## src/rtl/isc_pkg.sv

```systemverilog
// Shared types, codes and helpers for the inode handle cache.
// Used by isc_slot_ram, isc_ctrl and inode_handle_cache; depends on nothing.

package isc_pkg;

  localparam int SLOTS_DEFAULT    = 64;
  localparam int INODES_PER_BLOCK = 8;
  localparam int OFFSET_W         = $clog2(INODES_PER_BLOCK);
  localparam logic [15:0] COUNT_MAX = 16'hFFFF;

  // operation codes
  localparam logic [1:0] OP_GET  = 2'd0;
  localparam logic [1:0] OP_PUT  = 2'd1;
  localparam logic [1:0] OP_MARK = 2'd2;

  // result status codes
  localparam logic [2:0] ST_HIT       = 3'd0;
  localparam logic [2:0] ST_LOADED    = 3'd1;
  localparam logic [2:0] ST_FULL      = 3'd2;
  localparam logic [2:0] ST_STILL     = 3'd3;
  localparam logic [2:0] ST_CLEAN     = 3'd4;
  localparam logic [2:0] ST_WRITEBACK = 3'd5;
  localparam logic [2:0] ST_MARKED    = 3'd6;
  localparam logic [2:0] ST_BAD       = 3'd7;

  typedef struct packed {
    logic [3:0]  device;
    logic [23:0] inode;
    logic [15:0] count;
    logic        dirty;
  } entry_t;

  typedef struct packed {
    logic [2:0]          status;
    logic [5:0]          slot;
    logic [31:0]         disk_block;
    logic [OFFSET_W-1:0] offset;
    logic [15:0]         count;
    logic [3:0]          device;
  } result_t;

  // block of the on-disk inode table that holds this inode (numbered from one)
  function automatic logic [31:0] inode_block(input logic [31:0] first_block,
                                              input logic [23:0] ino);
    logic [23:0] rel;
    rel = ino - 24'd1;
    return first_block + {{OFFSET_W{1'b0}}, 8'd0, rel[23:OFFSET_W]};
  endfunction

  function automatic logic [OFFSET_W-1:0] inode_offset(input logic [23:0] ino);
    logic [23:0] rel;
    rel = ino - 24'd1;
    return rel[OFFSET_W-1:0];
  endfunction

endpackage

```

## src/rtl/isc_slot_ram.sv

```systemverilog
// Slot table storage: one synchronous memory of slot entries plus valid flags.
// Depends on isc_pkg for entry_t.

module isc_slot_ram import isc_pkg::*; #(
  parameter int SLOTS = SLOTS_DEFAULT
) (
  input  logic                     clk,
  input  logic                     rst,
  input  logic                     re,
  input  logic [$clog2(SLOTS)-1:0] raddr,
  input  logic                     we,
  input  logic [$clog2(SLOTS)-1:0] waddr,
  input  entry_t                   wdata,
  output entry_t                   rdata,
  output logic                     rvalid
);

  entry_t             mem [SLOTS];
  logic [SLOTS-1:0]   valid;
  entry_t             rd_raw;
  logic               rd_vld;

  always_ff @(posedge clk) begin
    if (we) begin
      mem[waddr] <= wdata;
    end
    if (re) begin
      rd_raw <= mem[raddr];
    end
  end

  // every write claims or updates a live slot, so it marks the slot valid
  always_ff @(posedge clk) begin
    if (rst) begin
      valid  <= '0;
      rd_vld <= 1'b0;
    end else begin
      if (we) begin
        valid[waddr] <= 1'b1;
      end
      if (re) begin
        rd_vld <= valid[raddr];
      end
    end
  end

  // a slot never written reads as empty
  assign rdata  = rd_vld ? rd_raw : '0;
  assign rvalid = rd_vld;

endmodule

```

## src/rtl/isc_ctrl.sv

```systemverilog
// Sequencer for get, put and mark-dirty: scans or reads the slot memory,
// updates the entry and builds the result. Depends on isc_pkg.

module isc_ctrl import isc_pkg::*; #(
  parameter int SLOTS = SLOTS_DEFAULT
) (
  input  logic                     clk,
  input  logic                     rst,
  input  logic                     in_valid,
  output logic                     in_stall,
  input  logic [1:0]               op,
  input  logic [3:0]               device_id,
  input  logic [23:0]              inode_number,
  input  logic [5:0]               slot_index,
  input  logic [31:0]              first_block,
  input  logic                     out_free,
  output logic                     ram_re,
  output logic [$clog2(SLOTS)-1:0] ram_raddr,
  output logic                     ram_we,
  output logic [$clog2(SLOTS)-1:0] ram_waddr,
  output entry_t                   ram_wdata,
  input  entry_t                   ram_rdata,
  input  logic                     ram_rvalid,
  output result_t                  res,
  output logic                     res_valid
);

  localparam int SW = $clog2(SLOTS);
  localparam logic [SW-1:0] LAST = SW'(SLOTS - 1);

  localparam logic [1:0] S_IDLE = 2'd0;
  localparam logic [1:0] S_SCAN = 2'd1;
  localparam logic [1:0] S_RMW  = 2'd2;
  localparam logic [1:0] S_DONE = 2'd3;

  logic [1:0]    state, state_next;
  logic [1:0]    op_q, op_q_next;
  logic [3:0]    dev_q, dev_q_next;
  logic [23:0]   ino_q, ino_q_next;
  logic [SW-1:0] cidx, cidx_next;
  logic          free_found, free_found_next;
  logic [SW-1:0] free_idx, free_idx_next;
  result_t       res_next;

  logic          hit, is_free, slot_ok;
  logic [15:0]   cnt_dec;
  logic [SW-1:0] claim_idx;

  assign hit       = ram_rvalid && ram_rdata.device == dev_q && ram_rdata.inode == ino_q;
  assign is_free   = ram_rdata.count == 16'd0;
  assign slot_ok   = {26'd0, slot_index} < 32'(SLOTS);
  assign cnt_dec   = ram_rdata.count - 16'd1;
  assign claim_idx = free_found ? free_idx : cidx;

  always_comb begin
    state_next      = state;
    op_q_next       = op_q;
    dev_q_next      = dev_q;
    ino_q_next      = ino_q;
    cidx_next       = cidx;
    free_found_next = free_found;
    free_idx_next   = free_idx;
    res_next        = res;
    ram_re          = 1'b0;
    ram_raddr       = '0;
    ram_we          = 1'b0;
    ram_waddr       = cidx;
    ram_wdata       = ram_rdata;

    unique case (state)
      S_IDLE: begin
        if (in_valid) begin
          op_q_next       = op;
          dev_q_next      = device_id;
          ino_q_next      = inode_number;
          free_found_next = 1'b0;
          res_next        = '0;
          if (op == OP_GET) begin
            ram_re     = 1'b1;
            ram_raddr  = '0;
            cidx_next  = '0;
            state_next = S_SCAN;
          end else if ((op == OP_PUT || op == OP_MARK) && slot_ok) begin
            ram_re     = 1'b1;
            ram_raddr  = SW'(slot_index);
            cidx_next  = SW'(slot_index);
            state_next = S_RMW;
          end else begin
            res_next.status = ST_BAD;
            state_next      = S_DONE;
          end
        end
      end

      S_SCAN: begin
        if (hit) begin
          res_next.slot   = 6'(cidx);
          res_next.device = ram_rdata.device;
          if (ram_rdata.count != COUNT_MAX) begin
            ram_we          = 1'b1;
            ram_wdata.count = ram_rdata.count + 16'd1;
            res_next.status = ST_HIT;
            res_next.count  = ram_rdata.count + 16'd1;
          end else begin
            res_next.status = ST_FULL;
            res_next.count  = ram_rdata.count;
          end
          state_next = S_DONE;
        end else if (cidx == LAST) begin
          if (free_found || is_free) begin
            ram_we              = 1'b1;
            ram_waddr           = claim_idx;
            ram_wdata.device    = dev_q;
            ram_wdata.inode     = ino_q;
            ram_wdata.count     = 16'd1;
            ram_wdata.dirty     = 1'b0;
            res_next.status     = ST_LOADED;
            res_next.slot       = 6'(claim_idx);
            res_next.count      = 16'd1;
            res_next.device     = dev_q;
            res_next.disk_block = inode_block(first_block, ino_q);
            res_next.offset     = inode_offset(ino_q);
          end else begin
            res_next.status = ST_FULL;
          end
          state_next = S_DONE;
        end else begin
          // remember the lowest free slot, keep sweeping for a match
          if (is_free && !free_found) begin
            free_found_next = 1'b1;
            free_idx_next   = cidx;
          end
          ram_re    = 1'b1;
          ram_raddr = cidx + SW'(1);
          cidx_next = cidx + SW'(1);
        end
      end

      S_RMW: begin
        res_next.slot   = 6'(cidx);
        res_next.device = ram_rdata.device;
        res_next.count  = ram_rdata.count;
        if (is_free) begin
          res_next.status = ST_BAD;
        end else if (op_q == OP_PUT) begin
          ram_we          = 1'b1;
          ram_wdata.count = cnt_dec;
          res_next.count  = cnt_dec;
          if (cnt_dec != 16'd0) begin
            res_next.status = ST_STILL;
          end else if (ram_rdata.dirty) begin
            ram_wdata.dirty     = 1'b0;
            res_next.status     = ST_WRITEBACK;
            res_next.disk_block = inode_block(first_block, ram_rdata.inode);
            res_next.offset     = inode_offset(ram_rdata.inode);
          end else begin
            res_next.status = ST_CLEAN;
          end
        end else begin
          ram_we          = 1'b1;
          ram_wdata.dirty = 1'b1;
          res_next.status = ST_MARKED;
        end
        state_next = S_DONE;
      end

      S_DONE: begin
        // hold the result until the output register can take it
        if (out_free) begin
          state_next = S_IDLE;
        end
      end

      default: begin
        state_next = S_IDLE;
      end
    endcase
  end

  always_ff @(posedge clk) begin
    if (rst) begin
      state      <= S_IDLE;
      free_found <= 1'b0;
    end else begin
      state      <= state_next;
      free_found <= free_found_next;
    end
  end

  always_ff @(posedge clk) begin
    op_q     <= op_q_next;
    dev_q    <= dev_q_next;
    ino_q    <= ino_q_next;
    cidx     <= cidx_next;
    free_idx <= free_idx_next;
    res      <= res_next;
  end

  assign in_stall  = state != S_IDLE;
  assign res_valid = state == S_DONE;

endmodule

```

## src/rtl/inode_handle_cache.sv

```systemverilog
// Top level of the inode handle cache: config register, output register,
// slot memory and sequencer. Depends on isc_pkg, isc_slot_ram and isc_ctrl.
//
//   channel   direction  handshake               payload
//   in        input      in_valid / in_stall     op, device_id, inode_number, slot_index
//   out       output     out_valid / out_stall   status, slot_out, disk_block,
//                                                block_offset, count_out, device_out
//   cfg       input      cfg_write               cfg_data (table_first_block)
//
// A get sweeps the slot memory one entry per cycle through its single read port,
// stopping at the first matching slot or, on a miss, after the last slot. Put and
// mark-dirty read the named slot, then go through modify-write, result and idle.
// A bad slot or op goes straight to the result.
// rst is synchronous and clears the valid flags, so the table starts empty at once.
// A stalled result waits in the output register; the next item is taken meanwhile.

module inode_handle_cache import isc_pkg::*; #(
  parameter int SLOTS = SLOTS_DEFAULT
) (
  input  logic        clk,
  input  logic        rst,
  input  logic        in_valid,
  output logic        in_stall,
  input  logic [1:0]  op,
  input  logic [3:0]  device_id,
  input  logic [23:0] inode_number,
  input  logic [5:0]  slot_index,
  output logic        out_valid,
  input  logic        out_stall,
  output logic [2:0]  status,
  output logic [5:0]  slot_out,
  output logic [31:0] disk_block,
  output logic [2:0]  block_offset,
  output logic [15:0] count_out,
  output logic [3:0]  device_out,
  input  logic        cfg_write,
  input  logic [31:0] cfg_data
);

  localparam int SW = $clog2(SLOTS);

  logic [31:0]   first_block;
  logic          out_free;
  logic          ram_re, ram_we, ram_rvalid;
  logic [SW-1:0] ram_raddr, ram_waddr;
  entry_t        ram_wdata, ram_rdata;
  result_t       res, out_res;
  logic          res_valid;

  always_ff @(posedge clk) begin
    if (rst) begin
      first_block <= 32'd0;
    end else if (cfg_write) begin
      first_block <= cfg_data;
    end
  end

  isc_slot_ram #(.SLOTS(SLOTS)) u_ram (
    .clk    (clk),
    .rst    (rst),
    .re     (ram_re),
    .raddr  (ram_raddr),
    .we     (ram_we),
    .waddr  (ram_waddr),
    .wdata  (ram_wdata),
    .rdata  (ram_rdata),
    .rvalid (ram_rvalid)
  );

  isc_ctrl #(.SLOTS(SLOTS)) u_ctrl (
    .clk          (clk),
    .rst          (rst),
    .in_valid     (in_valid),
    .in_stall     (in_stall),
    .op           (op),
    .device_id    (device_id),
    .inode_number (inode_number),
    .slot_index   (slot_index),
    .first_block  (first_block),
    .out_free     (out_free),
    .ram_re       (ram_re),
    .ram_raddr    (ram_raddr),
    .ram_we       (ram_we),
    .ram_waddr    (ram_waddr),
    .ram_wdata    (ram_wdata),
    .ram_rdata    (ram_rdata),
    .ram_rvalid   (ram_rvalid),
    .res          (res),
    .res_valid    (res_valid)
  );

  assign out_free = !out_valid || !out_stall;

  always_ff @(posedge clk) begin
    if (rst) begin
      out_valid <= 1'b0;
    end else if (res_valid && out_free) begin
      out_valid <= 1'b1;
    end else if (!out_stall) begin
      out_valid <= 1'b0;
    end
  end

  always_ff @(posedge clk) begin
    if (res_valid && out_free) begin
      out_res <= res;
    end
  end

  assign status       = out_res.status;
  assign slot_out     = out_res.slot;
  assign disk_block   = out_res.disk_block;
  assign block_offset = out_res.offset;
  assign count_out    = out_res.count;
  assign device_out   = out_res.device;

  // one transaction in flight: an accept closes the input until its result is out
  a_accept_closes: assert property (@(posedge clk) disable iff (rst)
    (in_valid && !in_stall) |=> in_stall)
    else $error("input accepted while a transaction is still in flight");

  // memory updates only happen while a transaction is in flight
  a_write_busy: assert property (@(posedge clk) disable iff (rst)
    ram_we |-> in_stall)
    else $error("slot memory written with no transaction in flight");

  a_result_moves: assert property (@(posedge clk) disable iff (rst)
    (res_valid && out_free) |=> (out_valid && !res_valid))
    else $error("finished result not moved to the output register");

  a_hit_count: assert property (@(posedge clk) disable iff (rst)
    (out_valid && (status == ST_HIT || status == ST_STILL || status == ST_MARKED))
      |-> count_out != 16'd0)
    else $error("live slot reported with a zero reference count");

  a_load_count: assert property (@(posedge clk) disable iff (rst)
    (out_valid && status == ST_LOADED) |-> count_out == 16'd1)
    else $error("claimed slot not reported with a single reference");

endmodule

```

## config.mk

```make
export PLATFORM = sky130hd
export DESIGN_NAME = inode_handle_cache
export DESIGN_NICKNAME = d
export VERILOG_FILES = /design/src/rtl/isc_pkg.sv /design/src/rtl/isc_slot_ram.sv /design/src/rtl/isc_ctrl.sv /design/src/rtl/inode_handle_cache.sv
export SDC_FILE = /design/constraint.sdc
export NUM_CORES = 2
export LEC_CHECK = 0
export ABC_CLOCK_PERIOD_IN_PS = 6550
export BUFFER_PORTS_ARGS = -buffer_cell sky130_fd_sc_hd__buf_2
export CORE_MARGIN = 5
export CORE_UTILIZATION = 50
export DETAILED_ROUTE_END_ITERATION = 16
export PLACE_DENSITY_LB_ADDON = 0.3
export SLEW_MARGIN = 0
export SYNTH_ARGS = -nofsm -noshare
export SYNTH_HDL_FRONTEND = slang
export SYNTH_SLANG_ARGS = --single-unit
```

## constraint.sdc

```tcl
create_clock -name clk -period 6.55 [get_ports clk]
set_input_delay 0.3275 -clock clk [delete_from_list [all_inputs] [get_ports clk]]
set_output_delay 0.3275 -clock clk [all_outputs]
set_load 0.05 [all_outputs]
```

==> run_results.csv <==
group,metric,value,unit
grt,antenna_found_initial,39,
clock_network,cts_sinks,3196,
sta,worstMarginPinSlew,1.40,ns
critical_path,cp.arrival,6.71,ns
routing,first_pass_iters,6,
sta,fin_worst_skew,0.0401,ns
critical_path,r2r-end,"u_ram.mem[59][26]",
routing,drc,0,
routing,vias_per_cell,6.35,
critical_path,max_stage_delay,1.08,ns
final_layout,seq_area,0.0950,sq mm
final_layout,fin_nets,8996,
grt,grt_overflow,0,
synth,synthArstFlopShare,0,%
clock_network,htreeDepth,5,
sta,slew_violations,0,
routing,drt_wl_total,377000,um
status,outcome,"finished clean",
clock_network,clock_latency,0.87,ns
critical_path,cp.required,7.03,ns
sta,finalHoldViolations,0,
floorplanning,dieArea,0.267,sq mm
floorplanning,std_cell_rows,186,
critical_path,path_depth,12,
clock_network,clockRootBuffer,"clkbuf_16",
pwr,p_leak,48.3,nW
floorplanning,core_area,0.256,sq mm
critical_path,critPathMostFrequentCell,"buf_4",
sta,holdWs,0.118,ns
clock_network,tritoncts,"yes",
clock_network,clk_pin_slew,0.06,ns
pwr,power_density,433,mW/mm^2
final_layout,multi_input_area,0.0320,sq mm
clock_network,numCtsBuffers,319,
grt,grt_first_pass_wirelength,541000,um
synth,yosysWarnings,0,
pwr,max-vdd-ir-drop,0.563,mV
job,drv_cap,0,
final_layout,layout_common_cells,"edfxtp_1, nand2_1, nand3_1, a21oi_1, clkbuf_16",
routing,vias,79400,
synth,synth_cell_types,88,
critical_path,critPathMaxFanout,49,
synth,synth.largest_area_cell,"edfxtp_1",
final_layout,final_common_cell,"edfxtp_1",
critical_path,start_kind,"flip-flop",
critical_path,worstSetupPathType,"flip-flop to flip-flop",
floorplanning,die_h,517,um
synth,syn-cell-area,0.128,sq mm
sta,rsz0062_at_grt,"no",
sta,fin_tns_setup,0,ns
place,hpwl,222000,um
grt,track_usage,27.7,%
sta,fin_crit_sh,95.1,%
synth,synth_area_leaders,"edfxtp_1, mux4_2, nand2_1",
grt,grt_pass1_vias,76600,
synth,synth_top_cell_area_share,72.4,%
sta,clock.fmax,160,MHz
synth,syn-num-nets,8660,
routing,ant_nets,0,
final_layout,area_growth,14.0,%
synth,syn_inst,8528,
place,gp_congestion,0.909,
routing,drtIter0Drc,11300,
critical_path,worstPathCellList,"buf_4 -> nand4b_1 -> a2bb2oi_1 -> a32oi_1 -> nand4_1 -> o2111ai_1 -> a21oi_1 -> nor3_1 -> nand2_1 -> buf_4 -> nor2_4 -> buf_4",
synth,synth_edf_count,3095,
critical_path,startpoint,"u_ram.rvalid",
pwr,power,0.0633,W
grt,grt_max_degree,122,
final_layout,utilization,57.1,%
final_layout,drive_gt1_share,14.6,%
critical_path,cp_slowest_cell,"o2111ai_1",
critical_path,critPathBufInv,3,
sta,setup_violations,0,
critical_path,crit_path_end,"u_ram.mem[59][26]",
floorplanning,die_w,517,um
clock_network,clockBufferDepth,4,
critical_path,regToRegSetupSlack,0.32,ns
floorplanning,ios,139,
final_layout,fill_cells,19300,
critical_path,r2r.worst_path.cells,12,
sta,layout_min_cycle_time,6.23,ns
synth,synth.yosys.seq_area_share,74.0,%
sta,maxSlewHeadroom,6.43,%
critical_path,crit_family,"simple AND/OR/NAND/NOR gates",
place,io_buffers,138,
critical_path,r2r_start,"u_ram.rvalid",
synth,syn_avg_cell_area,15.0,sq um
floorplanning,initial_utilization,50.1,%
synth,synth-main-ff-cell,"edfxtp_1",
synth,synth_seq_cells,3196,
routing,wire_per_inst,30.1,um
critical_path,endpoint_kind,"flip-flop",
min_path,hold_class,"input pin to flip-flop",
clock_network,cts_setup_buffers,0,
## sequential cells by signal, summed over array words and instances (netlist names), 2 cells and up
register,count
u_ctrl.free_idx,6
u_ctrl.ino_q,24
u_ctrl.res,64
device_out,4
slot_out,6
count_out,16
u_ctrl.state,2
block_offset,3
disk_block,32
status,3
u_ctrl.cidx,6
u_ctrl.dev_q,4
u_ram.valid,64
u_ram.mem,2880
u_ram.rd_raw,45
u_ctrl.op_q,2
first_block,32
## through the flow
step | area, sq um | setup slack [ns] | cells
2_1_floorplan | 128000 | 0.129 | 8528
3_3_place_gp | 136000 | 0.539 | 11800
3_5_place_dp | 136000 | 0.506 | 11800
4_1_cts | 146000 | 0.477 | 12500
5_1_grt | 146000 | 0.0920 | 12500
6_report | 146000 | 0.319 | 12500
## cells by family (layout without fill, tap and decap cells)
kind of cell / after synthesis / after routing / synth area share [%]
other: 0 / 14 / 0
AND/OR/NAND/NOR: 2630 / 2630 / 8.87
flip-flops: 3196 / 3196 / 74.0
XOR/XNOR: 105 / 105 / 0.717
multiplexers: 532 / 532 / 6.86
buffers and inverters: 578 / 1161 / 1.90
adder cells (fa/ha/maj): 59 / 59 / 0.587
AO/OA/AOI/OAI: 1428 / 1428 / 7.07
## synth_stat cells (42+ instances only)
library cell,instances
a211o_1,46
a21oi_1,524
a22o_1,42
a22oi_1,187
a31oi_1,104
a32oi_1,88
buf_1,73
buf_2,107
clkbuf_1,334
dfxtp_1,101
edfxtp_1,3095
ha_1,57
mux2i_1,243
mux4_2,277
nand2_1,1515
nand3_1,542
nor2_1,306
nor3_1,46
o21ai_0,154
o22ai_1,73
xnor2_1,56
xor2_1,49
## cell type report
| class | instances | share of cell area, % |
|---|---|---|
| well taps | 3384 | 2.89 |
| clock inverters | 181 | 1.11 |
| repair buffers | 555 | 3.43 |
| clock buffers | 387 | 5.69 |
| multi-input cells | 4754 | 21.9 |
| inverters | 38 | 0.0975 |
| diodes | 14 | 0.0239 |
| flip-flops and latches | 3196 | 64.9 |
## metal layers
| metal | global-route usage, % | wire, um | vias up |
|---|---|---|---|
| met5 | 0 | 163 | - |
| met4 | 9.35 | 13500 | 24 |
| met3 | 6.37 | 42700 | 749 |
| met2 | 43.6 | 175000 | 4975 |
| met1 | 38.6 | 145000 | 40200 |
| li1 | - | - | 33500 |
## worst min-delay path by stage
| stage | startpoint | endpoint | slack (ns) | cells after the start |
|---|---|---|---|---|
| 5_1_grt | in_valid | u_ctrl.free_found | 0.13 | 5 |
| 6_report | in_valid | u_ctrl.free_found | 0.12 | 5 |
| 4_1_cts | in_valid | u_ctrl.free_found | 0.04 | 5 |
| 3_3_place_gp | u_ctrl.res[32] | disk_block[9] | 0.40 | 0 |
| 3_5_place_dp | u_ctrl.res[6] | count_out[2] | 0.40 | 0 |
| 2_1_floorplan | u_ctrl.res[20] | block_offset[0] | 0.40 | 0 |
## worst reg2reg max path: cells and delay by family (launching register included)
family                 cells  cell delay (ns)
AO/OA/AOI/OAI              4             1.75
flip-flops                 1             0.67
buffers and inverters      3             1.45
AND/OR/NAND/NOR            5             1.92
## power by group
group | switching (W) | leakage [nW] | internal (W)
Sequential | 0.000626 | 29.5 | 0.0252
Combinational | 0.0140 | 14.0 | 0.00570
Clock | 0.00759 | 4.83 | 0.0102
## timing repair
item,CTS,global route
hold buffers,81,0
gates resized for setup,0,0
endpoints found under the hold margin,77,0
No activity file was read; power rests on OpenSTA's default activity.
